## config.mk

```make
export PLATFORM = sky130hd
export DESIGN_NAME = multi_slot_watchdog_core
export DESIGN_NICKNAME = d
export VERILOG_FILES = /design/src/rtl/core/mswd_pkg.sv /design/src/rtl/core/mswd_ctrl.sv /design/src/rtl/core/mswd_dp.sv /design/src/rtl/core/multi_slot_watchdog_core.sv
export SDC_FILE = /design/constraint.sdc
export NUM_CORES = 1
export LEC_CHECK = 0
export BUFFER_PORTS_ARGS = -buffer_cell sky130_fd_sc_hd__buf_2
export CORE_MARGIN = 10
export CORE_UTILIZATION = 40
export DETAILED_ROUTE_END_ITERATION = 10
export GPL_TIMING_DRIVEN = 0
export HOLD_SLACK_MARGIN = 0.06
export SLEW_MARGIN = 20
export SYNTH_ARGS = -nofsm -noshare
export SYNTH_HDL_FRONTEND = slang
export SYNTH_SLANG_ARGS = --single-unit
```

## constraint.sdc

```tcl
create_clock -name clk -period 11.85 [get_ports clk]
set_input_delay 2.9625 -clock clk [delete_from_list [all_inputs] [get_ports clk]]
set_output_delay 2.9625 -clock clk [all_outputs]
set_load 0.05 [all_outputs]
```

## src/rtl/core/mswd_pkg.sv

```systemverilog
// Shared types and constants for the multi-slot watchdog core.
`timescale 1ns / 1ps

package mswd_pkg;

  localparam int DEF_NUM_SLOTS = 16;

  localparam int ACTION_W   = 2;
  localparam int SLOT_ID_W  = 4;
  localparam int INTERVAL_W = 32;

  localparam logic [ACTION_W-1:0] ACT_REQUEST = 2'd0;
  localparam logic [ACTION_W-1:0] ACT_RELEASE = 2'd1;
  localparam logic [ACTION_W-1:0] ACT_KICK    = 2'd2;
  localparam logic [ACTION_W-1:0] ACT_TICK    = 2'd3;

  // controller -> datapath
  typedef struct packed {
    logic load;       // input transfer: latch item, bump tick count on a tick
    logic apply;      // release / kick / refused request
    logic req_step;   // one slot of the free-slot search
    logic tick_step;  // one slot of the expiry scan
    logic out_load;   // move result into the output register
  } cmd_t;

  // datapath -> controller
  typedef struct packed {
    logic in_req_nz;  // item on the input is a request with nonzero interval
    logic in_tick;    // item on the input is a tick
    logic req_done;
    logic tick_done;
  } stat_t;

endpackage

```

## src/rtl/core/mswd_ctrl.sv

```systemverilog
// Sequencing state machine for the multi-slot watchdog core.
`timescale 1ns / 1ps

module mswd_ctrl
  import mswd_pkg::*;
(
  input  logic  clk,
  input  logic  rst,
  input  logic  in_valid,
  output logic  in_stall,
  output logic  out_valid,
  input  logic  out_stall,
  input  stat_t stat,
  output cmd_t  cmd
);

  localparam logic [2:0] S_IDLE  = 3'd0;
  localparam logic [2:0] S_APPLY = 3'd1;
  localparam logic [2:0] S_REQ   = 3'd2;
  localparam logic [2:0] S_TICK  = 3'd3;
  localparam logic [2:0] S_DONE  = 3'd4;

  logic [2:0] state;
  logic [2:0] state_next;
  logic       accept;
  logic       out_free;

  assign in_stall = (state != S_IDLE);
  assign accept   = in_valid && !in_stall;
  assign out_free = !out_valid || !out_stall;

  always_comb begin
    cmd            = '0;
    state_next     = state;
    cmd.load       = accept;
    cmd.apply      = (state == S_APPLY);
    cmd.req_step   = (state == S_REQ);
    cmd.tick_step  = (state == S_TICK);
    cmd.out_load   = (state == S_DONE) && out_free;
    case (state)
      S_IDLE: begin
        if (accept) begin
          if (stat.in_tick) begin
            state_next = S_TICK;
          end else if (stat.in_req_nz) begin
            state_next = S_REQ;
          end else begin
            state_next = S_APPLY;
          end
        end
      end
      S_APPLY: state_next = S_DONE;
      S_REQ: begin
        if (stat.req_done) state_next = S_DONE;
      end
      S_TICK: begin
        if (stat.tick_done) state_next = S_DONE;
      end
      S_DONE: begin
        if (out_free) state_next = S_IDLE;
      end
      default: state_next = S_IDLE;
    endcase
  end

  always_ff @(posedge clk) begin
    if (rst) begin
      state     <= S_IDLE;
      out_valid <= 1'b0;
    end else begin
      state <= state_next;
      if (cmd.out_load) begin
        out_valid <= 1'b1;
      end else if (!out_stall) begin
        out_valid <= 1'b0;
      end
    end
  end

  // a finished result always lands in the output register on leaving DONE
  a_done_delivers: assert property (@(posedge clk) disable iff (rst)
    (state == S_DONE && !out_valid) |=> (out_valid && state == S_IDLE))
    else $error("result not delivered from DONE");

  // only one item in flight: no transfer while a result is still being built
  a_single_item: assert property (@(posedge clk) disable iff (rst)
    (state == S_REQ || state == S_TICK) |-> !cmd.load)
    else $error("input transfer during a scan");

endmodule

```

## src/rtl/core/mswd_dp.sv

```systemverilog
// Slot tables, tick counter, slot scans and result register of the watchdog core.
`timescale 1ns / 1ps

module mswd_dp
  import mswd_pkg::*;
#(
  parameter int NUM_SLOTS = DEF_NUM_SLOTS
) (
  input  logic                  clk,
  input  logic                  rst,
  input  cmd_t                  cmd,
  output stat_t                 stat,
  input  logic [ACTION_W-1:0]   action,
  input  logic [SLOT_ID_W-1:0]  slot_id,
  input  logic [INTERVAL_W-1:0] interval,
  output logic                  granted,
  output logic [SLOT_ID_W-1:0]  granted_slot,
  output logic                  timeout,
  output logic [SLOT_ID_W-1:0]  timeout_slot
);

  localparam int IDX_W  = (NUM_SLOTS > 1) ? $clog2(NUM_SLOTS) : 1;
  localparam int CNT_W  = $clog2(NUM_SLOTS + 1);
  localparam int WIDE_W = IDX_W + SLOT_ID_W;

  // item
  logic [ACTION_W-1:0]   act_q;
  logic [SLOT_ID_W-1:0]  sid_q;
  logic [INTERVAL_W-1:0] ivl_q;

  logic [INTERVAL_W-1:0] tick_count;
  logic [NUM_SLOTS-1:0]  used;

  logic [INTERVAL_W-1:0] mem_lk  [NUM_SLOTS];
  logic [INTERVAL_W-1:0] mem_ivl [NUM_SLOTS];
  logic [INTERVAL_W-1:0] lk_rd;
  logic [INTERVAL_W-1:0] ivl_rd;

  logic [CNT_W-1:0]      scan_idx;
  logic [IDX_W-1:0]      scan_slot;
  logic                  in_range;
  logic                  free_hit;
  logic                  rd_en;

  logic                  cmp_valid;
  logic                  cmp_used;
  logic [IDX_W-1:0]      cmp_slot;
  logic [INTERVAL_W-1:0] elapsed;
  logic                  hit;

  logic [WIDE_W-1:0]     sid_wide;
  logic [IDX_W-1:0]      sid_idx;
  logic                  sid_ok;
  logic [WIDE_W-1:0]     scan_wide;
  logic [WIDE_W-1:0]     cmp_wide;

  logic                  lk_we;
  logic                  ivl_we;
  logic [IDX_W-1:0]      waddr;
  logic [INTERVAL_W-1:0] lk_wdata;

  logic                  res_granted;
  logic [SLOT_ID_W-1:0]  res_gslot;
  logic                  res_timeout;
  logic [SLOT_ID_W-1:0]  res_tslot;

  assign sid_wide  = {{IDX_W{1'b0}}, sid_q};
  assign sid_idx   = sid_wide[IDX_W-1:0];
  assign sid_ok    = (32'(sid_q) < 32'(NUM_SLOTS));

  assign scan_slot = scan_idx[IDX_W-1:0];
  assign in_range  = (scan_idx < CNT_W'(NUM_SLOTS));
  assign free_hit  = in_range && !used[scan_slot];
  assign rd_en     = cmd.tick_step && in_range;

  // slot numbers go out in the 4-bit field, low bits only
  assign scan_wide = {{SLOT_ID_W{1'b0}}, scan_slot};
  assign cmp_wide  = {{SLOT_ID_W{1'b0}}, cmp_slot};

  // wrap-around elapsed time against the registered table entry
  assign elapsed = tick_count - lk_rd;
  assign hit     = cmp_valid && cmp_used && (elapsed > ivl_rd);

  assign stat.in_req_nz = (action == ACT_REQUEST) && (interval != '0);
  assign stat.in_tick   = (action == ACT_TICK);
  assign stat.req_done  = !in_range || free_hit;
  assign stat.tick_done = hit || (!in_range && !cmp_valid);

  // table write port
  always_comb begin
    lk_we    = 1'b0;
    ivl_we   = 1'b0;
    waddr    = sid_idx;
    lk_wdata = tick_count;
    if (cmd.apply && sid_ok) begin
      if (act_q == ACT_RELEASE) begin
        lk_we    = 1'b1;
        lk_wdata = '0;
      end else if (act_q == ACT_KICK && used[sid_idx]) begin
        lk_we = 1'b1;
      end
    end
    if (cmd.req_step && free_hit) begin
      lk_we  = 1'b1;
      ivl_we = 1'b1;
      waddr  = scan_slot;
    end
  end

  always_ff @(posedge clk) begin
    if (lk_we) mem_lk[waddr] <= lk_wdata;
    if (ivl_we) mem_ivl[waddr] <= ivl_q;
    if (rd_en) begin
      lk_rd  <= mem_lk[scan_slot];
      ivl_rd <= mem_ivl[scan_slot];
    end
  end

  // a slot is in use exactly when its used bit is set: a grant sets it, a release clears it
  always_ff @(posedge clk) begin
    if (rst) begin
      tick_count <= '0;
      used       <= '0;
    end else begin
      if (cmd.load && stat.in_tick) tick_count <= tick_count + 32'd1;
      if (cmd.apply && act_q == ACT_RELEASE && sid_ok) used[sid_idx] <= 1'b0;
      if (cmd.req_step && free_hit) used[scan_slot] <= 1'b1;
    end
  end

  always_ff @(posedge clk) begin
    if (cmd.load) begin
      act_q       <= action;
      sid_q       <= slot_id;
      ivl_q       <= interval;
      scan_idx    <= '0;
      cmp_valid   <= 1'b0;
      res_granted <= 1'b0;
      res_gslot   <= '0;
      res_timeout <= 1'b0;
      res_tslot   <= '0;
    end
    if (cmd.req_step) begin
      if (in_range) scan_idx <= scan_idx + CNT_W'(1);
      if (free_hit) begin
        res_granted <= 1'b1;
        res_gslot   <= scan_wide[SLOT_ID_W-1:0];
      end
    end
    if (cmd.tick_step) begin
      if (in_range) scan_idx <= scan_idx + CNT_W'(1);
      cmp_valid <= in_range;
      cmp_used  <= in_range && used[scan_slot];
      cmp_slot  <= scan_slot;
      if (hit) begin
        res_timeout <= 1'b1;
        res_tslot   <= cmp_wide[SLOT_ID_W-1:0];
      end
    end
    if (cmd.out_load) begin
      granted      <= res_granted;
      granted_slot <= res_gslot;
      timeout      <= res_timeout;
      timeout_slot <= res_tslot;
    end
  end

  a_one_kind: assert property (@(posedge clk) disable iff (rst)
    cmd.out_load |-> !(res_granted && res_timeout))
    else $error("grant and timeout in one result");

  a_grant_marks_used: assert property (@(posedge clk) disable iff (rst)
    (cmd.req_step && free_hit) |=> (res_granted && used != '0))
    else $error("granted slot not recorded");

  a_tick_only_on_tick: assert property (@(posedge clk) disable iff (rst)
    !(cmd.load && stat.in_tick) |=> $stable(tick_count))
    else $error("tick count moved without a tick");

endmodule

```

## src/rtl/core/multi_slot_watchdog_core.sv

```systemverilog
// Top level of the multi-slot watchdog core.
`timescale 1ns / 1ps
// Table of NUM_SLOTS watchdog slots with a shared 32-bit tick count.
// Input channel (in_valid / in_stall) carries action, slot_id, interval:
//   request takes the lowest free slot, release frees one, kick re-stamps a
//   slot in use, tick advances the count and reports the lowest expired slot.
// Output channel (out_valid / out_stall) returns one result per item:
//   granted / granted_slot for requests, timeout / timeout_slot for ticks.
// One item is worked on at a time. From input transfer to output valid:
//   release, kick, refused request: through the APPLY and DONE states
//   request: through REQ, scanning past used slots for a free one, then DONE
//   tick: through TICK, a one-slot-per-cycle scan up to the first expired slot
//   through the registered read port of the slot tables, then DONE.
// The next item is taken as soon as the result sits in the output register,
// even while the receiver stalls; a stalled result holds until transferred.
// Reset (rst, synchronous) clears the tick count and frees every slot; no
// clearing pass is needed, slot contents only count for slots in use.

module multi_slot_watchdog_core
  import mswd_pkg::*;
#(
  parameter int NUM_SLOTS = DEF_NUM_SLOTS
) (
  input  logic                  clk,
  input  logic                  rst,
  input  logic                  in_valid,
  output logic                  in_stall,
  input  logic [ACTION_W-1:0]   action,
  input  logic [SLOT_ID_W-1:0]  slot_id,
  input  logic [INTERVAL_W-1:0] interval,
  output logic                  out_valid,
  input  logic                  out_stall,
  output logic                  granted,
  output logic [SLOT_ID_W-1:0]  granted_slot,
  output logic                  timeout,
  output logic [SLOT_ID_W-1:0]  timeout_slot
);

  cmd_t  cmd;
  stat_t stat;

  mswd_ctrl u_ctrl (
    .clk       (clk),
    .rst       (rst),
    .in_valid  (in_valid),
    .in_stall  (in_stall),
    .out_valid (out_valid),
    .out_stall (out_stall),
    .stat      (stat),
    .cmd       (cmd)
  );

  mswd_dp #(
    .NUM_SLOTS (NUM_SLOTS)
  ) u_dp (
    .clk          (clk),
    .rst          (rst),
    .cmd          (cmd),
    .stat         (stat),
    .action       (action),
    .slot_id      (slot_id),
    .interval     (interval),
    .granted      (granted),
    .granted_slot (granted_slot),
    .timeout      (timeout),
    .timeout_slot (timeout_slot)
  );

endmodule
```

# Word level (Yosys, flattened, before mapping)
# Memory sizes are Yosys's and may differ from the RTL's. A register that Yosys moved wholly into a read port is not among the register bits.
# Cells that the tools add are included.
# totals
memories	2
latchBits	0
ramBits	1024
input_bits	42
mem_bits_ro	0
ff_bits	121
out_inout_bits	12
word_cells	126
# memory_table
memory	depth	width	read_ports	rd_ports_with_merged_regs	write_ports	line_no	source
u_dp.mem_ivl	16	32	1	1	1	mswd_dp.sv:35	logic [INTERVAL_W-1:0] mem_ivl [NUM_SLOTS];
u_dp.mem_lk	16	32	1	1	1	mswd_dp.sv:34	logic [INTERVAL_W-1:0] mem_lk [NUM_SLOTS];
# classes
reduce_logical	30
order_cmp	6
shifts	0
n_addsub	3
mul	0
div	0
eq_ne	12
n_mux	51
n_bitwise	3
# ops
cell	n
2-to-1 mux 32 bit	2
2-to-1 mux 16 bit	3
adder 32 x 1 -> 32 bit (second input constant)	1
greater-than comparator 32 bit	1
nonzero test 32 bit	1
subtractor 32 bit	1
2-to-1 mux 4 bit	7
2-to-1 mux 5 bit	5
2-to-1 mux 1 bit	23
AND 16 bit	1
NOT 16 bit	1
OR 16 bit	1
logical AND 1 bit	15
2-to-1 mux 3 bit	5
case mux 3 bit (5 select lines)	1
< comparator 4 x 5 -> 1 bit (second input constant)	2
binary-select mux 1 bit (select 4 bit)	2
demux 1 bit (select 4 bit)	2
>= comparator 4 x 1 -> 1 bit (second input constant)	2
equality test 3 x 2 -> 1 bit (second input constant)	2
logical NOT 1 bit	6
!= test 2 x 1 -> 1 bit (second input constant)	3
adder 5 x 1 -> 5 bit (second input constant)	1
< comparator 5 bit (second input constant)	1
12 further kinds	16

# Longest topological paths before layout
# Gate-level depths: netlist of run 1.
# logic_depth
ltp_word	10
ltp_mapped	24
depth_no_buf	23

# Hierarchy
# A second synthesis of run 1 with hierarchy kept.
# hier_totals
hier_cells	2397
hier_area_um2	48164.9
# modules_own_cells
mod	area_each_um2	seq_area_each_um2	cells_per_inst	instances
mswd_dp	47907.2	35554.1	2367	1
mswd_ctrl	257.7	80.1	30	1

# Least setup slack after synthesis of run 1
# No wires, ideal clock.
# synth_timing
path_kind	input port to flip-flop
from	input in_valid
to	register u_dp.tick_count[26]
required_ps	11780
n_path_buf	2
t_arrival_ps	4982
path_stages	9
slack_ps	6797
setup_time_ps	70
cell_sequence	or4b_4 > buf_6 > nor3_4 > nand3_2 > or2_4 > or3_1 > buf_2 > or3_1 > a21oi_1
# synth_between
elab_chain_len	2
# synth_rtl
element	line_no	source
start: declaration	multi_slot_watchdog_core.sv:26	input logic in_valid,
logical AND 1 bit	mswd_ctrl.sv:29	assign accept = in_valid && !in_stall;
logical AND 1 bit	mswd_dp.sv:125	if (cmd.load && stat.in_tick) tick_count <= tick_count + 32'd1;
end signal: assignment	mswd_dp.sv:125	
end: declaration	mswd_dp.sv:31	logic [INTERVAL_W-1:0] tick_count;
# Every way passes these cells.
# A chain may end at the register's enable or synchronous reset.

# Final worst setup path of run 1
# layout_timing
from	register u_dp.tick_count[0]
to	register u_dp.res_tslot[0]
# layout_between
elab_chain_len	5
# layout_rtl
element	line_no	source
subtractor 32 bit	mswd_dp.sv:81	assign elapsed = tick_count - lk_rd;
greater-than comparator 32 bit	mswd_dp.sv:82	assign hit = cmp_valid && cmp_used && (elapsed > ivl_rd);
logical AND 1 bit	mswd_dp.sv:82	
2-to-1 mux 4 bit	mswd_dp.sv:155	if (hit) begin
2-to-1 mux 4 bit	mswd_dp.sv:150	if (cmd.tick_step) begin
end signal: assignment	mswd_dp.sv:157	res_tslot <= cmp_wide[SLOT_ID_W-1:0];
end: declaration	mswd_dp.sv:65	logic [SLOT_ID_W-1:0] res_tslot;
# Every way passes these cells.

==> impl_metrics.ini, run 1 <==
[worst_setup_path]
path_class = register to register
reg2regPathDepth = 24
ff2ff_setup_slack_ns = 5.62
end_kind = register
critPathMaxFanout = 6
start_kind = register
critical_path_required_ns = 12.47
critPathArrivalTime_ns = 6.85

[clocking]
postCtsHoldBufs = 0
cts-resized-gates = 0
cts_buffers = 116
clkSinkCount = 1209
cts_setup_buffers = 0
clock_latency_ns = 0.70
path_clk_slew_ns = 0.06
clk_path_buf_depth = 3
htreeDepth = 3
cts_tree = built
root_buffer = clkbuf_16

[floorplan]
rows = 126
core_area_um2 = 119000
die_h_um = 366
pin_count = 54
dieWidth_um = 366
dieArea_um2 = 134000
initial_core_util = 0.404

[global_route]
met1_usage = 0.244
grt.total_usage = 0.175
antenna_found_initial = 2
grtUsageMet2 = 0.290
grt_pass1_vias = 24700
grt_pass1_wl_mm = 174
gr-total-overflow = 0
grt_max_degree = 41
busiest_layer = met2
use_met3 = 0.0257

[synthesis]
synth-edff-count = 1142
synth_area_um2 = 47900
synth_flop_cell = edfxtp_1
synth_fp_nets = 2478
synth-seq-area-share = 0.744
yosys_warnings = 0
synth_seq_cells = 1209
avgSynthCellArea_um2 = 20.2
synth_cells = 2367
async_flop_share = 0
synth_cell_types = 58

[power_and_ir_drop]
leakage_nw = 17.4
power_density_nw_per_um2 = 193
ir_drop_v = 0.000130
power.total_mw = 10.8

[cells_and_area]
area_growth_syn_to_layout_pct = 16.2
drive_above_1_share = 0.262
fin_area_um2 = 55700
finalNetCount = 2724
n_antenna_cell = 0

[sta]
slew_headroom = 0.246
fin_skew_ns = 0.0226
fin_crit_sh = 0.526
layout_min_cycle_time_ns = 6.23
fin_tns_setup_ns = 0
setup_violations = 0
rsz0062_at_grt = false
hold_violations = 0
fmax_ghz = 0.160
timing.hold.ws_ns = 0.434
report.final.slew_viol_count = 0
worst_pin_slew_ns = 1.12
worst_slack_ns = 5.62

[routing]
vias = 24100
routed_wl_mm = 120
firstDrtPassIters = 8
wl_per_cell_um = 27.7
drc = 0
drt_iter0_drc = 2968
viasPerCell = 5.59
antenna_left = 0

[placement]
place_area_um2 = 51800
port-buffer-count = 52
pre_cts_ws_ns = 5.72
place.gp.congestion = 0.895
hpwl_mm = 79.3

[hold_path]
hp-class = register to register
worst_hold_path.num_cells = 0

[job]
drv_cap = 0

[status]
status = finished, final reports clean
critical path, stage by stage (launching register included):
cell and delay, ns:
dfxtp_1 0.37, inv_1 0.12, ha_1 0.17, inv_1 0.06
fa_1 0.43, a211oi_1 0.28, o21ai_0 0.15, a21oi_1 0.27
o21ai_0 0.21, a311oi_1 0.37, o21bai_1 0.18, a221oi_1 0.61
o21ai_0 0.25, xor2_1 0.20, ha_1 0.31, nand4_1 0.11
nor2_1 0.17, nand2_1 0.09, or3_1 0.35, nor4_1 0.36
nor2_1 0.06, o21ai_0 0.32, or2_2 0.23, clkbuf_1 0.26
mux2i_1 0.22
cells in the final DEF (no fill, tap or decap), drive strengths merged, types with 67 or more instances in the layout:
cell type / netlist / final
inv: 84 / 90
nand2: 69 / 69
a21oi: 67 / 67
nor2: 92 / 92
dfxtp: 67 / 67
edfxtp: 1142 / 1142
ha: 68 / 68
mux4: 330 / 330
clkbuf: 69 / 235
buf: 30 / 150
path summary, 6_finish.rpt:
check / startpoint / end
min reg2reg: u_dp.res_gslot[2] / u_dp.granted_slot[2]
max reg2reg: u_dp.tick_count[0] / u_dp.res_tslot[0]
max: u_dp.tick_count[0] / u_dp.res_tslot[0]
min: u_dp.res_gslot[2] / u_dp.granted_slot[2]
registers in the layout, indices dropped and copies added, names as in the netlist, 2 cells and up:
register / count
u_ctrl.state: 3
u_dp.act_q: 2
u_dp.cmp_slot: 4
u_dp.granted_slot: 4
u_dp.ivl_q: 32
u_dp.ivl_rd: 32
u_dp.lk_rd: 32
u_dp.mem_ivl: 512
u_dp.mem_lk: 512
u_dp.res_gslot: 4
u_dp.res_tslot: 4
u_dp.scan_idx: 5
u_dp.sid_idx: 4
u_dp.tick_count: 32
u_dp.timeout_slot: 4
u_dp.used: 16
cell usage after synthesis, types with 6 or more instances:
cell type  instances  share of area
inv_1             84         0.0066
xnor2_1           23         0.0042
mux4_2           330           0.16
buf_1             25         0.0020
nor4_1            13         0.0017
nand2b_1          14         0.0018
nand2_1           69         0.0054
and3_1            11         0.0014
o21bai_1           7         0.0011
nor2_1            91         0.0071
ha_1              68          0.018
o21ai_0           57         0.0060
xor2_1            25         0.0046
edfxtp_1        1142           0.72
nand3_1           38         0.0040
a211oi_1           6        0.00094
nor3_1            11         0.0011
a21oi_1           67         0.0070
clkbuf_1          69         0.0054
or3_1             12         0.0016
a21o_1            12         0.0019
dfxtp_1           67          0.028
nor2b_1           11         0.0014
nand4_1           15         0.0020
and2_1            35         0.0046
area by class of cell:
| cell class | count | area, µm² |
|---|---|---|
| Clock buffer | 158 | 3180 |
| Timing Repair Buffer | 128 | 1650 |
| Clock inverter | 64 | 644 |
| Buffer | 99 | 428 |
| Fill cell | 9840 | 62900 |
| Tap cell | 1600 | 2000 |
| Sequential cell | 1209 | 35600 |
| Inverter | 84 | 318 |
| Multi-Input combinational cell | 975 | 11800 |
logic make-up (layout without fill, tap and decap cells):
logic type | after synthesis | after routing | share of synthesized area
DFF | 1209 | 1209 | 0.744
and+or+nand+nor | 340 | 340 | 0.0358
muxes | 335 | 335 | 0.156
buffers and inverters | 183 | 533 | 0.0147
AOI/OAI and AO/OA | 183 | 183 | 0.0224
xor gates and xnor gates | 48 | 48 | 0.00878
adders and majority gates | 69 | 69 | 0.0182
power breakdown:
group	switching (mW)	internal, mW	total (mW)
registers	0.138	4.97	5.10
logic	1.09	0.875	1.96
clock network	1.58	2.11	3.69
total	2.80	7.95	10.8
metrics by stage:
stage,utilization,std cells
floorplan,-,2367
global placement,0.423,4019
detailed placement,0.437,4095
CTS,0.469,4317
global route,0.470,4317
finish,0.470,4317
metal layers:
metal,routed length [µm],vias up,part of all wire
li1,-,10200,-
met1,51100,12900,0.43
met2,58800,897,0.49
met3,7000,168,0.059
met4,2710,0,0.023
met5,0,-,0
No activity file was read; power rests on OpenSTA's default activity.
==> inputs of run 2 (changes only) <==
- clock period: 11.85 -> 6.06 ns (I/O delays scaled with it)
==> run 2 against run 1 <==
Against the previous run: total power up 95%; first-iteration DRC count down 0.91%; largest power group unchanged; global-route usage about the same; combinational power up 96%; utilization about the same; critical endpoint is now u_ctrl.state[1]; via count about the same; worst hold slack about the same; clock-buffer cell count unchanged; sequential power up 96%; register-to-register slack worse by 5.1 ns; maximum frequency up 13%; sequential share of layout area about the same.
==> impl_metrics.ini, run 2 (synthesized netlist as in run 1, its figures left out) <==
[status]
status = finished, final reports clean

[power_and_ir_drop]
seqPwrFrac = 0.475
clkPwrFrac = 0.343
power_density_nw_per_um2 = 377
p_sw_frac = 0.261
ir_drop_v = 0.000257
leakage_nw = 17.4
pwr-share-comb = 0.182
p_int_mw = 15.5
p_sw_mw = 5.48

[routing]
routed_wl_mm = 120
vias = 24100
firstDrtPassIters = 7
drc = 0
viasPerCell = 5.58
wl_per_cell_um = 27.7
drt_iter0_drc = 2941
antenna_left = 0

[floorplan]
dieArea_um2 = 134000
dieWidth_um = 366
pin_count = 54
rows = 126
core_area_um2 = 119000
die_h_um = 366
initial_core_util = 0.404

[global_route]
gr-total-overflow = 0
grt.total_usage = 0.175
grt_pass1_vias = 24700
grt_max_degree = 41
grt_pass1_wl_mm = 174
antenna_found_initial = 2

[worst_setup_path]
end_kind = register
ff2ff_setup_slack_ns = 0.54
r2r_end = u_ctrl.state[1]
critical_path_required_ns = 6.66
startpoint = u_dp.tick_count[0]
path_class = register to register
reg2reg_from = u_dp.tick_count[0]
critPathArrivalTime_ns = 6.12
critPathMaxFanout = 6
start_kind = register
reg2regPathDepth = 23
crit_end = u_ctrl.state[1]

[cells_and_area]
layout_commonest_cell = edfxtp_1
top_regs = u_dp.mem_ivl x512, u_dp.mem_lk x512
n_antenna_cell = 0
area_growth_syn_to_layout_pct = 16.2
finalNetCount = 2724
drive_above_1_share = 0.264
mostFrequentLayoutCells = 1142 x edfxtp_1, 330 x mux4_2, 118 x clkbuf_16

[placement]
pre_cts_ws_ns = -0.0745
port-buffer-count = 52
hpwl_mm = 79.3
place.gp.congestion = 0.895

[clocking]
path_clk_slew_ns = 0.06
cts_tree = built
clock_latency_ns = 0.70
cts_buffers = 116
postCtsHoldBufs = 0
clk_path_buf_depth = 3
htreeDepth = 3
root_buffer = clkbuf_16
clkSinkCount = 1209

[sta]
hold_violations = 0
slew_headroom = 0.253
fin_skew_ns = 0.0226
fin_crit_sh = 0.911
setup_violations = 0
rsz0062_at_grt = false
worst_pin_slew_ns = 1.11
fin_tns_setup_ns = 0
fmax_ghz = 0.181
layout_min_cycle_time_ns = 5.52
report.final.slew_viol_count = 0
worst_slack_ns = 0.539

[hold_path]
min_from = u_dp.res_gslot[2]
hp-class = register to register

[job]
drv_cap = 0
[run 2: worst min-delay path by stage]
stage                                      end  cells after the start  slack [ns]
after global placement    u_dp.timeout_slot[3]                      0        0.42
after CTS                     u_dp.cmp_slot[2]                      0        0.44
after global routing          u_dp.cmp_slot[2]                      0        0.44
after detailed placement      u_dp.cmp_slot[2]                      0        0.42
after floorplan               u_dp.cmp_slot[2]                      0        0.41
final                     u_dp.granted_slot[2]                      0        0.43
[run 2: routing by layer]
metal | GRT usage | vias up | routed length [µm]
met5 | 0 | - | 0
met4 | 0.0427 | 0 | 2840
met3 | 0.0250 | 168 | 7470
met1 | 0.245 | 12800 | 50700
met2 | 0.290 | 916 | 58600
li1 | - | 10200 | -
[run 2: worst max-delay path, cell delays in order (launching register included)]
cell      delay, ns
dfxtp_1        0.38
inv_1          0.12
ha_1           0.17
inv_1          0.06
fa_1           0.43
a211oi_1       0.28
o21ai_0        0.17
a21oi_2        0.21
o21ai_0        0.18
a311oi_1       0.33
o21bai_1       0.19
a221oi_2       0.42
o21ai_0        0.20
xor2_1         0.18
ha_1           0.31
nand4_1        0.10
nor2_1         0.17
nand2_1        0.08
or3_1          0.34
nor4_1         0.36
nor2_1         0.09
o21ai_2        0.15
nand3_1        0.22
a211oi_1       0.27
[run 2: cell type report]
| type | instances | area [µm²] |
|---|---|---|
| fillers | 9837 | 62900 |
| flip-flops and latches | 1209 | 35600 |
| multi-input cells | 975 | 11800 |
| clock buffers | 158 | 3180 |
| well taps | 1600 | 2000 |
| repair buffers | 129 | 1660 |
| clock inverters | 64 | 644 |
| plain buffers | 98 | 424 |
| inverters | 84 | 318 |
[run 2: metrics by stage]
| step | cell area (µm²) | utilization | cells | hold slack [ns] | total power, mW |
|---|---|---|---|---|---|
| 4_1_cts | 55700 | 0.469 | 4317 | 0.438 | 21.2 |
| 6_report | 55700 | 0.470 | 4317 | 0.434 | 21.0 |
| 3_3_place_gp | 50200 | 0.423 | 4019 | 0.415 | 13.8 |
| 3_5_place_dp | 51800 | 0.437 | 4095 | 0.423 | 14.0 |
| 5_1_grt | 55700 | 0.470 | 4317 | 0.441 | 21.8 |
| 2_1_floorplan | 47900 | - | 2367 | 0.406 | 12.5 |
[run 2: what timing repair did]
action / in CTS / in global routing
buffers inserted: 0 / 1
gates resized for setup: 1 / 3
endpoints found under the setup margin: 8 / 8
pin swaps: 0 / 2
[run 2: power groups by stage]
stage | registers, mW | logic, mW | clock network (mW)
3_3_place_gp | 10.2 | 3.67 | 0
2_1_floorplan | 10.1 | 2.45 | 0
3_5_place_dp | 10.2 | 3.88 | 0
4_1_cts | 9.98 | 3.90 | 7.33
5_1_grt | 10.0 | 4.06 | 7.69
6_report | 9.98 | 3.84 | 7.20
